### src/rtl/etok_pkg.sv
// ----------------------------------------------------------------------------
// etok_pkg
// Types and constants shared by the expression tokenizer modules.
// ----------------------------------------------------------------------------
package etok_pkg;

    // token kinds
    localparam logic [3:0] KIND_UNKNOWN  = 4'd0;
    localparam logic [3:0] KIND_NUMBER   = 4'd1;
    localparam logic [3:0] KIND_VARIABLE = 4'd2;
    localparam logic [3:0] KIND_PLUS     = 4'd3;
    localparam logic [3:0] KIND_MINUS    = 4'd4;
    localparam logic [3:0] KIND_TIMES    = 4'd5;
    localparam logic [3:0] KIND_DIVIDE   = 4'd6;
    localparam logic [3:0] KIND_LPAREN   = 4'd7;
    localparam logic [3:0] KIND_RPAREN   = 4'd8;
    localparam logic [3:0] KIND_SIN      = 4'd9;
    localparam logic [3:0] KIND_COS      = 4'd10;
    localparam logic [3:0] KIND_TAN      = 4'd11;

    localparam int MAX_WORD_LEN = 19;

    localparam int S_TDATA_W = 8;
    localparam int M_TDATA_W = 48;

    typedef struct packed {
        logic        sat;
        logic [4:0]  letter;
        logic [30:0] value;
        logic [3:0]  kind;
        logic        last;
    } token_t;

    // one or two tokens handed from the lexer to the output buffer
    typedef struct packed {
        logic   push;
        logic   two;
        token_t t1;
        token_t t0;
    } etok_push_t;

endpackage

### src/rtl/etok_lexer.sv
// ----------------------------------------------------------------------------
// etok_lexer
// Input register, lexer state and token generation: one character a cycle while push_ok allows.
// ----------------------------------------------------------------------------
module etok_lexer (
    input  logic                          aclk,
    input  logic                          aresetn,
    input  logic                          s_tvalid,
    output logic                          s_tready,
    input  logic [etok_pkg::S_TDATA_W-1:0] s_tdata,   // [7:0] ch
    input  logic                          s_tlast,   // end_of_text
    input  logic                          push_ok,
    output etok_pkg::etok_push_t          push_out
);
    import etok_pkg::*;

    localparam logic [1:0] MODE_IDLE = 2'd0;
    localparam logic [1:0] MODE_NUM  = 2'd1;
    localparam logic [1:0] MODE_WORD = 2'd2;

    localparam logic [7:0] CH_0      = 8'h30;
    localparam logic [7:0] CH_9      = 8'h39;
    localparam logic [7:0] CH_A      = 8'h61;
    localparam logic [7:0] CH_Z      = 8'h7A;
    localparam logic [7:0] CH_PLUS   = 8'h2B;
    localparam logic [7:0] CH_MINUS  = 8'h2D;
    localparam logic [7:0] CH_STAR   = 8'h2A;
    localparam logic [7:0] CH_SLASH  = 8'h2F;
    localparam logic [7:0] CH_LPAREN = 8'h28;
    localparam logic [7:0] CH_RPAREN = 8'h29;

    localparam logic [30:0] NUM_MAX  = 31'h7FFF_FFFF;
    localparam logic [4:0]  LEN_MAX  = 5'd31;

    // letters minus 'a', first letter in the low bits
    localparam logic [14:0] WORD_SIN = {5'd13, 5'd8,  5'd18};
    localparam logic [14:0] WORD_COS = {5'd18, 5'd14, 5'd2};
    localparam logic [14:0] WORD_TAN = {5'd13, 5'd0,  5'd19};

    logic        in_valid_reg;
    logic [7:0]  ch_reg;
    logic        eot_reg;

    logic [1:0]  mode_reg,    mode_next;
    logic [30:0] acc_reg,     acc_next;
    logic        clamp_reg,   clamp_next;
    logic [14:0] letters_reg, letters_next;
    logic [4:0]  len_reg,     len_next;

    logic        is_digit, is_letter, cont_num, cont_word;
    logic [3:0]  digit_val;
    logic [4:0]  letter_val;
    logic [34:0] acc_mul;
    logic        acc_over;
    logic [30:0] acc_add;
    logic        op_valid;
    logic [3:0]  op_kind;
    logic        pend_valid, fin_valid;
    token_t      pend_tok, op_tok, fin_tok;
    logic [1:0]  mode_step;
    logic [30:0] acc_step;
    logic        clamp_step;
    logic [14:0] letters_step;
    logic [4:0]  len_step;
    logic        consume;
    token_t      t0, t1;
    logic        n_any, n_two;

    function automatic token_t flush_tok(input logic [1:0] mode, input logic [30:0] acc,
                                         input logic clamp, input logic [14:0] lt,
                                         input logic [4:0] len);
        token_t t;
        t = '0;
        case (mode)
            MODE_NUM: begin
                t.kind  = KIND_NUMBER;
                t.value = acc;
                t.sat   = clamp;
            end
            MODE_WORD: begin
                if (len == 5'd1) begin
                    t.kind   = KIND_VARIABLE;
                    t.letter = lt[4:0];
                end else if (len == 5'd3 && MAX_WORD_LEN >= 3) begin
                    if (lt == WORD_SIN) begin
                        t.kind = KIND_SIN;
                    end else if (lt == WORD_COS) begin
                        t.kind = KIND_COS;
                    end else if (lt == WORD_TAN) begin
                        t.kind = KIND_TAN;
                    end
                end
            end
            default: ;
        endcase
        return t;
    endfunction

    assign is_digit   = ch_reg >= CH_0 && ch_reg <= CH_9;
    assign is_letter  = ch_reg >= CH_A && ch_reg <= CH_Z;
    assign digit_val  = 4'(ch_reg - CH_0);
    assign letter_val = 5'(ch_reg - CH_A);
    assign cont_num   = mode_reg == MODE_NUM && is_digit;
    assign cont_word  = mode_reg == MODE_WORD && is_letter;

    // acc * 10 + digit, clamp on overflow
    assign acc_mul  = {1'b0, acc_reg, 3'b000} + {3'b000, acc_reg, 1'b0} + {31'd0, digit_val};
    assign acc_over = acc_mul > {4'd0, NUM_MAX};
    assign acc_add  = (clamp_reg || acc_over) ? NUM_MAX : acc_mul[30:0];

    always_comb begin
        op_valid = 1'b1;
        op_kind  = KIND_UNKNOWN;
        case (ch_reg)
            CH_PLUS:   op_kind = KIND_PLUS;
            CH_MINUS:  op_kind = KIND_MINUS;
            CH_STAR:   op_kind = KIND_TIMES;
            CH_SLASH:  op_kind = KIND_DIVIDE;
            CH_LPAREN: op_kind = KIND_LPAREN;
            CH_RPAREN: op_kind = KIND_RPAREN;
            default:   op_valid = 1'b0;
        endcase
    end

    always_comb begin
        mode_step    = MODE_IDLE;
        acc_step     = '0;
        clamp_step   = 1'b0;
        letters_step = '0;
        len_step     = '0;
        if (cont_num) begin
            mode_step  = MODE_NUM;
            acc_step   = acc_add;
            clamp_step = clamp_reg || acc_over;
        end else if (cont_word) begin
            mode_step    = MODE_WORD;
            acc_step     = acc_reg;
            clamp_step   = clamp_reg;
            letters_step = letters_reg;
            case (len_reg)
                5'd0:    letters_step[4:0]   = letter_val;
                5'd1:    letters_step[9:5]   = letter_val;
                5'd2:    letters_step[14:10] = letter_val;
                default: ;
            endcase
            len_step = (len_reg < LEN_MAX) ? len_reg + 5'd1 : len_reg;
        end else if (is_digit) begin
            mode_step = MODE_NUM;
            acc_step  = {27'd0, digit_val};
        end else if (is_letter) begin
            mode_step         = MODE_WORD;
            letters_step[4:0] = letter_val;
            len_step          = 5'd1;
        end
    end

    // emission order: pending token, operator, end-of-text flush
    assign pend_valid = !cont_num && !cont_word &&
                        (mode_reg == MODE_NUM || mode_reg == MODE_WORD);
    assign pend_tok   = flush_tok(mode_reg, acc_reg, clamp_reg, letters_reg, len_reg);
    assign fin_valid  = eot_reg && (mode_step == MODE_NUM || mode_step == MODE_WORD);
    assign fin_tok    = flush_tok(mode_step, acc_step, clamp_step, letters_step, len_step);

    always_comb begin
        op_tok      = '0;
        op_tok.kind = op_kind;
    end

    // operator and end flush never both occur
    assign n_any = pend_valid || op_valid || fin_valid;
    assign n_two = pend_valid && (op_valid || fin_valid);

    always_comb begin
        t1      = op_valid ? op_tok : fin_tok;
        t1.last = 1'b1;
        t0      = pend_valid ? pend_tok : t1;
        t0.last = !n_two;
    end

    assign consume  = in_valid_reg && (!n_any || push_ok);
    assign s_tready = !in_valid_reg || consume;

    always_comb begin
        push_out.push = consume && n_any;
        push_out.two  = n_two;
        push_out.t0   = t0;
        push_out.t1   = t1;
    end

    always_comb begin
        if (eot_reg) begin
            mode_next    = MODE_IDLE;
            acc_next     = '0;
            clamp_next   = 1'b0;
            letters_next = '0;
            len_next     = '0;
        end else begin
            mode_next    = mode_step;
            acc_next     = acc_step;
            clamp_next   = clamp_step;
            letters_next = letters_step;
            len_next     = len_step;
        end
    end

    always_ff @(posedge aclk) begin
        if (!aresetn) begin
            in_valid_reg <= 1'b0;
        end else if (s_tready) begin
            in_valid_reg <= s_tvalid;
        end
    end

    always_ff @(posedge aclk) begin
        if (s_tready && s_tvalid) begin
            ch_reg  <= s_tdata;
            eot_reg <= s_tlast;
        end
    end

    always_ff @(posedge aclk) begin
        if (!aresetn) begin
            mode_reg    <= MODE_IDLE;
            acc_reg     <= '0;
            clamp_reg   <= 1'b0;
            letters_reg <= '0;
            len_reg     <= '0;
        end else if (consume) begin
            mode_reg    <= mode_next;
            acc_reg     <= acc_next;
            clamp_reg   <= clamp_next;
            letters_reg <= letters_next;
            len_reg     <= len_next;
        end
    end

endmodule

### src/rtl/etok_outbuf.sv
// ----------------------------------------------------------------------------
// etok_outbuf
// Two-slot result register: holds the tokens of one character and hands
// them out one word per cycle while m_tready is high.
// ----------------------------------------------------------------------------
module etok_outbuf (
    input  logic                           aclk,
    input  logic                           aresetn,
    input  etok_pkg::etok_push_t           push_in,
    output logic                           push_ok,
    output logic                           m_tvalid,
    input  logic                           m_tready,
    // [3:0] token_kind, [34:4] number_value, [39:35] variable_letter,
    // [40] number_saturated, [47:41] zero
    output logic [etok_pkg::M_TDATA_W-1:0] m_tdata,
    output logic                           m_tlast    // run_last
);
    import etok_pkg::*;

    logic [1:0] cnt_reg, cnt_next;
    token_t     slot0_reg, slot0_next;
    token_t     slot1_reg, slot1_next;
    logic       pop;

    assign m_tvalid = cnt_reg != 2'd0;
    assign pop      = m_tvalid && m_tready;
    assign push_ok  = cnt_reg == 2'd0 || (cnt_reg == 2'd1 && m_tready);
    assign m_tdata  = {7'd0, slot0_reg.sat, slot0_reg.letter, slot0_reg.value,
                       slot0_reg.kind};
    assign m_tlast  = slot0_reg.last;

    always_comb begin
        cnt_next   = cnt_reg;
        slot0_next = slot0_reg;
        slot1_next = slot1_reg;
        if (push_in.push) begin
            cnt_next   = push_in.two ? 2'd2 : 2'd1;
            slot0_next = push_in.t0;
            slot1_next = push_in.t1;
        end else if (pop) begin
            // advance the second token to the head
            cnt_next   = cnt_reg - 2'd1;
            slot0_next = slot1_reg;
        end
    end

    always_ff @(posedge aclk) begin
        if (!aresetn) begin
            cnt_reg <= 2'd0;
        end else begin
            cnt_reg <= cnt_next;
        end
    end

    always_ff @(posedge aclk) begin
        slot0_reg <= slot0_next;
        slot1_reg <= slot1_next;
    end

endmodule

### src/rtl/expression_tokenizer.sv
// ----------------------------------------------------------------------------
// expression_tokenizer
// Streaming lexer for arithmetic expressions, one character per word.
// ----------------------------------------------------------------------------
// Takes one character per cycle while the result register has room and
// emits tokens: numbers (saturating at 2^31-1), single-letter variables,
// sin/cos/tan or unknown words, and the operators + - * / ( ). A taken
// character is registered in the input register, its tokens in the
// two-slot result register. One that yields two tokens (a pending token
// plus an operator or a flushed token) fills both slots and holds the
// input while they drain. m_tlast marks the last token caused by a character.
module expression_tokenizer (
    input  logic        aclk,
    input  logic        aresetn,
    input  logic        s_tvalid,
    output logic        s_tready,
    input  logic [7:0]  s_tdata,    // [7:0] ch
    input  logic        s_tlast,    // end_of_text
    output logic        m_tvalid,
    input  logic        m_tready,
    // [3:0] token_kind, [34:4] number_value, [39:35] variable_letter,
    // [40] number_saturated, [47:41] zero
    output logic [47:0] m_tdata,
    output logic        m_tlast     // run_last
);
    import etok_pkg::*;

    etok_push_t push;
    logic       push_ok;

    etok_lexer u_lexer (
        .aclk     (aclk),
        .aresetn  (aresetn),
        .s_tvalid (s_tvalid),
        .s_tready (s_tready),
        .s_tdata  (s_tdata),
        .s_tlast  (s_tlast),
        .push_ok  (push_ok),
        .push_out (push)
    );

    etok_outbuf u_outbuf (
        .aclk     (aclk),
        .aresetn  (aresetn),
        .push_in  (push),
        .push_ok  (push_ok),
        .m_tvalid (m_tvalid),
        .m_tready (m_tready),
        .m_tdata  (m_tdata),
        .m_tlast  (m_tlast)
    );

endmodule

### config.mk
export PLATFORM = sky130hd
export DESIGN_NAME = expression_tokenizer
export DESIGN_NICKNAME = d
export VERILOG_FILES = /design/src/rtl/etok_pkg.sv /design/src/rtl/etok_lexer.sv /design/src/rtl/etok_outbuf.sv /design/src/rtl/expression_tokenizer.sv
export SDC_FILE = /design/constraint.sdc
export NUM_CORES = 1
export LEC_CHECK = 0
export ABC_AREA = 1
export BUFFER_PORTS_ARGS = -buffer_cell sky130_fd_sc_hd__buf_4
export CAP_MARGIN = 0
export CORE_MARGIN = 2
export CORE_UTILIZATION = 40
export CTS_BUF_LIST = sky130_fd_sc_hd__clkbuf_8 sky130_fd_sc_hd__clkbuf_16
export DETAILED_ROUTE_END_ITERATION = 7
export SKIP_CTS_REPAIR_TIMING = 1
export SYNTH_ARGS = -nofsm -noshare
export SYNTH_HDL_FRONTEND = slang
export SYNTH_SLANG_ARGS = --single-unit
### constraint.sdc
create_clock -name aclk -period 3.3 [get_ports aclk]
set_clock_uncertainty 0.05 [all_clocks]
set_input_delay 0.825 -clock aclk [delete_from_list [all_inputs] [get_ports aclk]]
set_output_delay 0.825 -clock aclk [all_outputs]
set_load 0.005 [all_outputs]
==> run_results.csv <==
group,metric,value,unit
cts,htreeDepth,4,
floorplanning,die_h,166,um
cts,cts_buffers,17,
logic_synthesis,synthArstFlopShare,0,
critical_path,start_kind,"flip-flop",
placement,dp_hpwl,21700,um
floorplanning,initial_utilization,0.406,
global_route,grt_start_max_net_pins,57,
drt,final_antenna_net_count,0,
sta,setup_viol,0,
drt,drc,0,
drt,drtIter0Drc,801,
cts,cts_buffer_depth,2,
critical_path,end_kind,"output port",
hold_path,whs_path_depth,2,
logic_synthesis,synth-edff-count,92,
drt,totalWireLength,30000,um
floorplanning,die-area,27600,sq um
global_route,grt_antenna_before_repair,0,
critical_path,r2r_setup_slack,160,ps
power,p_per_area,351,nW/um^2
critical_path,required,2420,ps
cells_and_area,fin_util,0.477,
placement,place_ws,-48.0,ps
hold_path,hold_class,"flip-flop to flip-flop",
logic_synthesis,synth_compound_area_frac,0.132,
sta,drv_slew,0,
placement,place.port_buffers,56,
sta,slew-limit-headroom,0.550,
drt,wl_per_cell,16.3,um
global_route,grt_pass1_vias,9199,
critical_path,worstPathArrival,2340,ps
logic_synthesis,netlist_area,10500,sq um
cts,clk_latency,440,ps
sta,hold-worst-slack,419,ps
placement,routabilityCongestion,0.945,
cells_and_area,fin_cells,1833,
cells_and_area,nFillCells,2523,
logic_synthesis,yosys.area_share.xor_xnor,0.0192,
cts,cts_tree,"yes",
floorplanning,rows,59,
logic_synthesis,post_synth_and_or_nand_nor_area_fraction,0.293,
logic_synthesis,yosys.area_share.adder,0.0942,
power,leakage,5.77,nW
critical_path,crit_path_max_incr_delay,450,ps
drt,viasPerCell,5.30,
floorplanning,ios,64,
global_route,grt_pass1_wl,47900,um
critical_path,crit_path_max_fanout,7,
logic_synthesis,postSynthCellCount,1402,
logic_synthesis,yosys_register_bits,149,
placement,place_inst,1783,
global_route,grt_overflow_total,0,
hold_path,hold_end,"u_lexer.letters_reg[10]$_SDFFE_PN0P_",
global_route,grtUsageTotal,0.213,
logic_synthesis,synth_cell_types,56,
cts,root_buffer,"clkbuf_16",
critical_path,r2r_cells,18,
critical_path,reg2reg_from,"u_lexer.ch_reg[3]$_DFFE_PP_",
logic_synthesis,syn_area_per_cell,7.50,sq um
hold_path,hp-start,"u_lexer.letters_reg[10]$_SDFFE_PN0P_",
cells_and_area,area_delta_synth_final,17.4,%
logic_synthesis,yosysSeqAreaShare,0.371,
logic_synthesis,yosysMostFrequentCell,"nand2_1",
cells_and_area,nets,1576,
critical_path,path_cells,"inv_2 > ha_4 > o21ai_1 > a21oi_2 > ha_4 > nor2_1 > nor2_1 > nand2_2 > nand3_2 > buf_4",
cells_and_area,num_antenna_cells,0,
sta,max_freq,0.311,GHz
logic_synthesis,synthMuxAreaShare,0,
logic_synthesis,synth_common_cells,"nand2_1 (394), inv_1 (155), a21oi_1 (131)",
drt,vias,9719,
logic_synthesis,synth_top_family_by_area,"simple AND/OR/NAND/NOR gates",
logic_synthesis,synth_area_leaders,"edfxtp_1 (26%), nand2_1 (14%), dfxtp_1 (11%), ha_1 (9.0%), a21oi_1 (6.2%)",
flow_run,drv_cap,0,
cts,clk_pin_slew,70,ps
critical_path,slowest_stage,"edfxtp_1",
critical_path,critPathBufInv,2,
cts,numClockSinks,149,
power,ir_drop,258,uV
critical_path,path_class,"flip-flop to output port",
logic_synthesis,ys.flop_type,"edfxtp_1",
sta,period_needed,3220,ps
logic_synthesis,ys_warn_count,0,
logic_synthesis,synth_top_cell_by_area,"edfxtp_1",
sta,hold_viol,0,
power,power,4.33,mW
sta,finalCritPeriodShare,0.974,
drt,first_pass_iters,5,
floorplanning,dieWidth,166,um
logic_synthesis,synth_top_area_frac,0.263,
critical_path,critical_path.top_delay_family,"flip-flops",
floorplanning,coreArea,25900,sq um
sta,worst_slack,84.4,ps
sta,worst_slew_pin_slew,671,ps
cells_and_area,drive_above_1_share,0.152,
run_status,status,"finished, final reports clean",
critical_path,r2r_end,"u_outbuf.m_tdata[5]$_DFFE_PP_",
-- how the worst max path moves through the flow --
stage / start / endpoint / slack (ps) / cells past startpoint
2_1_floorplan: u_lexer.ch_reg[1]$_DFFE_PP_ / u_outbuf.cnt_reg[1]$_SDFFE_PN0P_ / 200 / 18
6_report: u_lexer.ch_reg[0]$_DFFE_PP_ / s_tready / 80 / 10
4_1_cts: u_lexer.ch_reg[0]$_DFFE_PP_ / s_tready / -130 / 10
5_1_grt: u_lexer.ch_reg[2]$_DFFE_PP_ / s_tready / -40 / 11
3_5_place_dp: u_lexer.ch_reg[3]$_DFFE_PP_ / u_outbuf.m_tdata[11]$_DFFE_PP_ / -50 / 17
3_3_place_gp: u_lexer.ch_reg[3]$_DFFE_PP_ / u_outbuf.m_tdata[40]$_DFFE_PP_ / 2 / 19
-- where the power goes --
part / switching [mW] / internal [mW]
combinational: 0.213 / 0.143
clock: 0.857 / 1.04
sequential: 0.0319 / 2.04
-- placed cells by master (no fill, tap or decap), types with 3 or more instances in the layout --
master,count
xnor2_1,14
conb_1,7
or2_0,8
buf_4,104
o21a_1,3
o211ai_1,5
ha_1,72
o21ai_0,31
dfxtp_1,52
nand2_4,3
clkinv_1,6
a2bb2oi_1,8
buf_12,8
o21ai_1,6
or2_2,3
a2bb2oi_2,15
a21oi_1,131
clkbuf_16,19
nor2_1,94
xor2_1,9
nand2_1,382
nand3_1,110
a21boi_1,11
nor2_4,5
dfxtp_2,5
nand3_2,10
nand2_2,16
inv_1,154
nor3_1,12
inv_6,3
inv_2,8
nor2_2,5
o21bai_1,4
edfxtp_1,92
nand4_1,39
nor4_1,5
clkinvlp_4,4
-- layout make-up --
class / count / area (sq um) / share of cell area
Timing Repair Buffer: 116 / 1010 / 0.0817
Sequential cell: 149 / 3910 / 0.317
Multi-Input combinational cell: 1035 / 5830 / 0.472
Clock inverter: 15 / 133 / 0.0107
Clock buffer: 17 / 425 / 0.0344
Tap cell: 335 / 419 / 0.0339
Inverter: 166 / 628 / 0.0508
-- per-layer routing --
layer / wire, um / global-route usage / share of wire / up-vias
li1: - / - / - / 4834
met1: 14600 / 0.306 / 0.49 / 4547
met2: 13200 / 0.331 / 0.44 / 308
met3: 1740 / 0.0327 / 0.058 / 30
met4: 416 / 0.0620 / 0.014 / 0
met5: 0 / 0 / 0 / -
-- through the flow --
step	TNS, ps	area (sq um)
5_1_grt	-221	12400
3_3_place_gp	0	11500
6_report	0	12400
2_1_floorplan	0	10500
3_5_place_dp	-270	11500
4_1_cts	-835	12000
-- tightest hold or removal path: cells and delay by family (launching register included) --
family | cells | cell delay (ps)
AOI/OAI and AO/OA | 1 | 50
DFF | 1 | 310
and+or+nand+nor | 1 | 60
-- kinds of logic after synthesis --
| kind of cell | count (synthesis) |
|---|---|
| other | 1 |
| AND/OR/NAND/NOR | 703 |
| XOR/XNOR | 23 |
| flip-flops | 149 |
| adder cells (fa/ha/maj) | 78 |
| AO/OA/AOI/OAI | 224 |
| buffers and inverters | 224 |
No activity file was read; power rests on OpenSTA's default activity.
